`src/scr_pkg.sv`:
```
package scr_pkg;

    localparam int PROFILE_WORDS = 256;
    localparam int PROFILE_AW    = $clog2(PROFILE_WORDS);
    localparam int WADDR_W       = 11;

    localparam logic [1:0] FUNC_TICK  = 2'd0;
    localparam logic [1:0] FUNC_LOAD  = 2'd1;
    localparam logic [1:0] FUNC_START = 2'd2;

    localparam logic [2:0] CFG_STOP_ENABLE    = 3'd0;
    localparam logic [2:0] CFG_MAX_SPEED      = 3'd1;
    localparam logic [2:0] CFG_STOP_POSITION  = 3'd2;
    localparam logic [2:0] CFG_START_POSITION = 3'd3;
    localparam logic [2:0] CFG_INITIAL_SPEED  = 3'd4;
    localparam logic [2:0] CFG_INITIAL_STEPS  = 3'd5;

    typedef struct packed {
        logic [1:0]  func;
        logic [15:0] table_value;
        logic [7:0]  table_index;
        logic        count_up;
    } scr_item_t;

    typedef struct packed {
        logic        moving;
        logic        halted;
        logic        speed_changed;
        logic [15:0] speed;
        logic [31:0] position;
    } scr_result_t;

    typedef struct packed {
        logic        stop_enable;
        logic [15:0] max_speed;
        logic [31:0] stop_position;
        logic [31:0] start_position;
        logic [15:0] initial_speed;
        logic [30:0] initial_steps;
    } scr_cfg_t;

endpackage

```
`src/scr_ramp_unit.sv`:
```
module scr_ramp_unit
    import scr_pkg::*;
(
    input  logic        aclk,
    input  logic        aresetn,
    input  logic        go,
    input  scr_item_t   item,
    input  scr_cfg_t    cfg,
    input  logic [15:0] seg_speed,
    input  logic [15:0] seg_steps,
    output logic [7:0]  seg_index,
    output scr_result_t result
);

    logic [31:0] pos_reg, pos_next;
    logic        active_reg, active_next;
    logic        up_reg, up_next;
    logic [7:0]  seg_reg, seg_next;
    logic [15:0] speed_reg, speed_next;
    logic [31:0] thr_reg, thr_next;
    logic [15:0] count_reg, count_next;

    logic [31:0] pos_step;
    logic [31:0] travel;
    logic        halt_hit;
    logic        ramp_hit;
    logic        is_tick;
    logic [15:0] clamped_speed;

    always_comb begin
        pos_step = up_reg ? (pos_reg + 32'd1) : (pos_reg - 32'd1);
        travel   = up_reg ? (pos_step - cfg.start_position) : (cfg.start_position - pos_step);
        if (up_reg) begin
            halt_hit = cfg.stop_enable && ($signed(cfg.stop_position) <= $signed(pos_step));
        end else begin
            halt_hit = cfg.stop_enable && ($signed(cfg.stop_position) >= $signed(pos_step));
        end
        ramp_hit = (speed_reg < cfg.max_speed) && ({8'd0, seg_reg} < count_reg)
                   && ($signed(travel) >= $signed(thr_reg));
        clamped_speed = (seg_speed > cfg.max_speed) ? cfg.max_speed : seg_speed;
        is_tick = (item.func == FUNC_TICK) && active_reg;

        pos_next    = pos_reg;
        active_next = active_reg;
        up_next     = up_reg;
        seg_next    = seg_reg;
        speed_next  = speed_reg;
        thr_next    = thr_reg;
        count_next  = count_reg;

        case (item.func)
            FUNC_LOAD: begin
                if (item.table_index == 8'd0) begin
                    count_next = item.table_value;
                end
            end
            FUNC_START: begin
                active_next = 1'b1;
                up_next     = item.count_up;
                seg_next    = 8'd0;
                speed_next  = cfg.initial_speed;
                thr_next    = {1'b0, cfg.initial_steps};
            end
            FUNC_TICK: begin
                if (active_reg) begin
                    pos_next = pos_step;
                    if (halt_hit) begin
                        active_next = 1'b0;
                    end
                    if (ramp_hit) begin
                        seg_next   = seg_reg + 8'd1;
                        thr_next   = thr_reg + {16'd0, seg_steps};
                        speed_next = clamped_speed;
                    end
                end
            end
            default: begin
            end
        endcase

        result.position      = pos_next;
        result.speed         = speed_next;
        result.speed_changed = is_tick && ramp_hit;
        result.halted        = is_tick && halt_hit;
        result.moving        = active_next;
    end

    always_ff @(posedge aclk) begin
        if (!aresetn) begin
            pos_reg    <= '0;
            active_reg <= 1'b0;
            up_reg     <= 1'b0;
            seg_reg    <= '0;
            speed_reg  <= '0;
            thr_reg    <= '0;
            count_reg  <= '0;
        end else if (go) begin
            pos_reg    <= pos_next;
            active_reg <= active_next;
            up_reg     <= up_next;
            seg_reg    <= seg_next;
            speed_reg  <= speed_next;
            thr_reg    <= thr_next;
            count_reg  <= count_next;
        end
    end

    assign seg_index = seg_reg;

endmodule

```
`config.mk`:
```
export PLATFORM = sky130hd
export DESIGN_NAME = scr_ramp_unit
export DESIGN_NICKNAME = d
export VERILOG_FILES = /design/src/scr_pkg.sv /design/src/scr_ramp_unit.sv
export SDC_FILE = /design/constraint.sdc
export NUM_CORES = 1
export LEC_CHECK = 0
export BUFFER_PORTS_ARGS = -buffer_cell sky130_fd_sc_hd__clkbuf_2
export CAP_MARGIN = 20
export CORE_MARGIN = 3
export CORE_UTILIZATION = 53
export CTS_CLUSTER_DIAMETER = 150
export DETAILED_ROUTE_END_ITERATION = 10
export GPL_TIMING_DRIVEN = 0
export PLACE_DENSITY = 0.89
export SYNTH_ARGS = -nofsm -noshare
export SYNTH_HDL_FRONTEND = slang
export SYNTH_SLANG_ARGS = --single-unit
```
`constraint.sdc`:
```
create_clock -name aclk -period 8.76 [get_ports aclk]
set_input_delay 0.438 -clock aclk [delete_from_list [all_inputs] [get_ports aclk]]
set_output_delay 0.438 -clock aclk [all_outputs]
set_load 0.01 [all_outputs]
```
==> impl_metrics.json <==
{
  "dr_total_vias": 15516,
  "syn_to_final_growth_pct": 18.4,
  "design.die.area_mm2": 0.0279,
  "htree_levels": 3,
  "gp_congestion": 1.00,
  "status": "finished, final reports clean",
  "avgRoutedWirePerCell_um": 20.3,
  "maxSlewHeadroom_pct": 25.9,
  "fp-row-count": 58,
  "start_util_pct": 54.4,
  "synth_adder_area_share_pct": 18.6,
  "syn_area_per_cell_um2": 7.53,
  "gr-max-usage-layer": "met2",
  "synth.distinct_cells": 99,
  "hold_violations": 0,
  "cap_violations": 0,
  "end_kind": "output port",
  "io_buffers": 247,
  "insertion_delay_ns": 0.38,
  "p_per_area_mw_per_mm2": 141,
  "synth_top_family_by_area": "compound AO/OA/AOI/OAI gates",
  "drtIter0Drc": 1544,
  "grt_pass1_vias": 14562,
  "period_needed_ns": 8.60,
  "period_share_pct": 98.2,
  "syn_area_mm2": 0.0138,
  "clk_pin_slew_ns": 0.09,
  "grt_max_degree": 40,
  "yosys_warnings": 0,
  "use_met3_pct": 6.40,
  "numCtsBuffers": 9,
  "postPlaceCellArea_mm2": 0.0154,
  "design_area_mm2": 0.0163,
  "worst_hold_path_type": "in2reg",
  "synth_edf_count": 0,
  "seq_area_mm2": 0.00213,
  "holdBufCountCts": 0,
  "synth-seq-cells": 106,
  "synth_ff_type": "dfxtp_1",
  "n_fill_cell": 2166,
  "p_leak_nw": 7.83,
  "dp_cells": 2404,
  "syn_nets": 2218,
  "overflow": 0,
  "nets": 2486,
  "arrival_ns": 8.16,
  "grt_pass1_wl_mm": 75.6,
  "synth.area.mux_share_pct": 4.76,
  "slowest_delay_ns": 0.64,
  "drive_above_1_share_pct": 20.3,
  "remaining_drc_errors": 0,
  "multi_input_area_mm2": 0.0110,
  "hpwl_mm": 38.7,
  "layoutNonFillerInstCount": 2430,
  "fin_ws_ns": 0.159,
  "critical_path_class": "reg2out",
  "grt_use_met2_pct": 54.4,
  "setup_viol": 0,
  "cpMaxStageDelayCell": "or4b_2",
  "ys_async_sr_fraction_pct": 0,
  "cts_buffer_depth": 2,
  "detail-route-antenna-nets": 0,
  "track_usage_pct": 33.0,
  "die_w_um": 167,
  "synth_compound_area_share_pct": 30.1,
  "antennaDiodeCount": 0,
  "fmax_mhz": 116,
  "hold-worst-slack_ns": 0.284,
  "cts.sinks": 106,
  "synth_xor_area_share_pct": 5.57,
  "cp.required_ns": 8.32,
  "synthCells": 1827,
  "root_buffer": "clkbuf_16",
  "power_mw": 2.29,
  "synthSimpleGateAreaFrac_pct": 18.6,
  "io_pins": 249,
  "vdd_drop_max_uv": 100,
  "tightest_slew_ns": 1.10,
  "wl_mm": 49.4,
  "pre_cts_ws_ns": -2.24,
  "die_h_um": 167,
  "crit_fanout": 20,
  "ys_seq_area_share_pct": 15.4,
  "use_met1_pct": 43.3,
  "cts_tree": "yes",
  "slew_violations": 0,
  "final_core_util_pct": 64.4,
  "viasPerCell": 6.39,
  "tns_ns": 0,
  "dr.pass1.iters": 7,
  "fin_skew_ns": 0.0120,
  "start_kind": "register",
  "core_area_mm2": 0.0253,
  "antenna_found_initial": 0
}
-- Yosys cell counts (18+ instances only) --
| cell type | count | area (µm²) |
|---|---|---|
| o21ai_0 | 114 | 571 |
| o21a_1 | 28 | 210 |
| xor2_1 | 34 | 298 |
| ha_1 | 197 | 2460 |
| nand2_1 | 158 | 593 |
| a211oi_1 | 30 | 225 |
| xnor2_1 | 42 | 368 |
| nand3_1 | 52 | 260 |
| mux2i_1 | 61 | 611 |
| o211ai_1 | 23 | 173 |
| nor2_1 | 131 | 492 |
| a31oi_1 | 18 | 113 |
| a21oi_1 | 135 | 676 |
| dfxtp_1 | 106 | 2120 |
| nor3_1 | 23 | 115 |
| nand4_1 | 29 | 181 |
| clkbuf_1 | 67 | 251 |
| nor2b_1 | 33 | 206 |
| inv_1 | 160 | 601 |
| nand2b_1 | 19 | 119 |
| a21o_1 | 68 | 510 |
-- critical path: cells and delay by family, from the launching register on --
family,cells,cell delay [ns]
AO/OA/AOI/OAI,15,2.87
XOR/XNOR,2,0.31
adder cells (fa/ha/maj),3,0.86
buffers and inverters,7,1.09
flip-flops,1,0.38
AND/OR/NAND/NOR,9,2.22
-- final cells by class --
| class | count | area share (%) |
|---|---|---|
| multi-input combinational | 1470 | 67.7 |
| sequential | 106 | 13.0 |
| timing repair buffer | 269 | 8.73 |
| buffer | 77 | 2.31 |
| inverter | 162 | 3.78 |
| clock buffer | 9 | 1.38 |
| clock inverter | 7 | 0.545 |
| tap | 330 | 2.53 |
-- final timing paths --
kind              start           end  slack (ns)  cells past startpoint
max              up_reg    result[43]        0.16                     36
min            item[13]  count_reg[4]        0.28                      3
max reg2reg      up_reg    thr_reg[8]        0.27                     38
min reg2reg  thr_reg[8]    thr_reg[8]        0.50                      2
-- cells in the final DEF (no fill, tap or decap), types with 15 or more instances in the layout --
| cell | count |
|---|---|
| clkbuf_2 | 251 |
| ha_1 | 186 |
| inv_1 | 157 |
| nand2_1 | 157 |
| nor2_1 | 130 |
| a21oi_1 | 124 |
| o21ai_0 | 111 |
| dfxtp_1 | 105 |
| a21o_1 | 68 |
| mux2i_1 | 61 |
| nand3_1 | 52 |
| clkbuf_1 | 48 |
| xnor2_1 | 35 |
| nor2b_1 | 33 |
| nand4_1 | 29 |
| o21a_1 | 28 |
| a211oi_1 | 27 |
| xor2_1 | 27 |
| o211ai_1 | 23 |
| buf_4 | 20 |
| nand2b_1 | 19 |
| nor3_1 | 19 |
| a31oi_1 | 17 |
| o221a_2 | 16 |
| o21bai_1 | 15 |
-- cells by family after synthesis --
kind of cell / Yosys count
AOI/OAI and AO/OA: 595
xor gates and xnor gates: 81
adders and majority gates: 202
buffers and inverters: 251
DFF: 106
muxes: 65
and+or+nand+nor: 527
-- report_power, final --
group,internal (mW),leakage [nW],switching (mW)
Clock,0.210,0.153,0.258
Combinational,0.540,6.82,0.779
Sequential,0.495,0.861,0.0119
Total,1.24,7.83,1.05
-- routing by layer --
layer	vias up	wire, µm	part of all wire, %
met5	-	0	0
met4	0	1860	3.8
met3	146	4970	10
met2	891	22400	45
li1	7192	-	-
met1	7287	20200	41
-- what timing repair did --
item                       4_1_cts  5_1_grt
cloned                           0        2
pin swaps                        7       22
setup endpoints to repair       75       65
gates resized for setup         43       62
setup buffers                    5       15
Power figures use the tool's default switching activity.
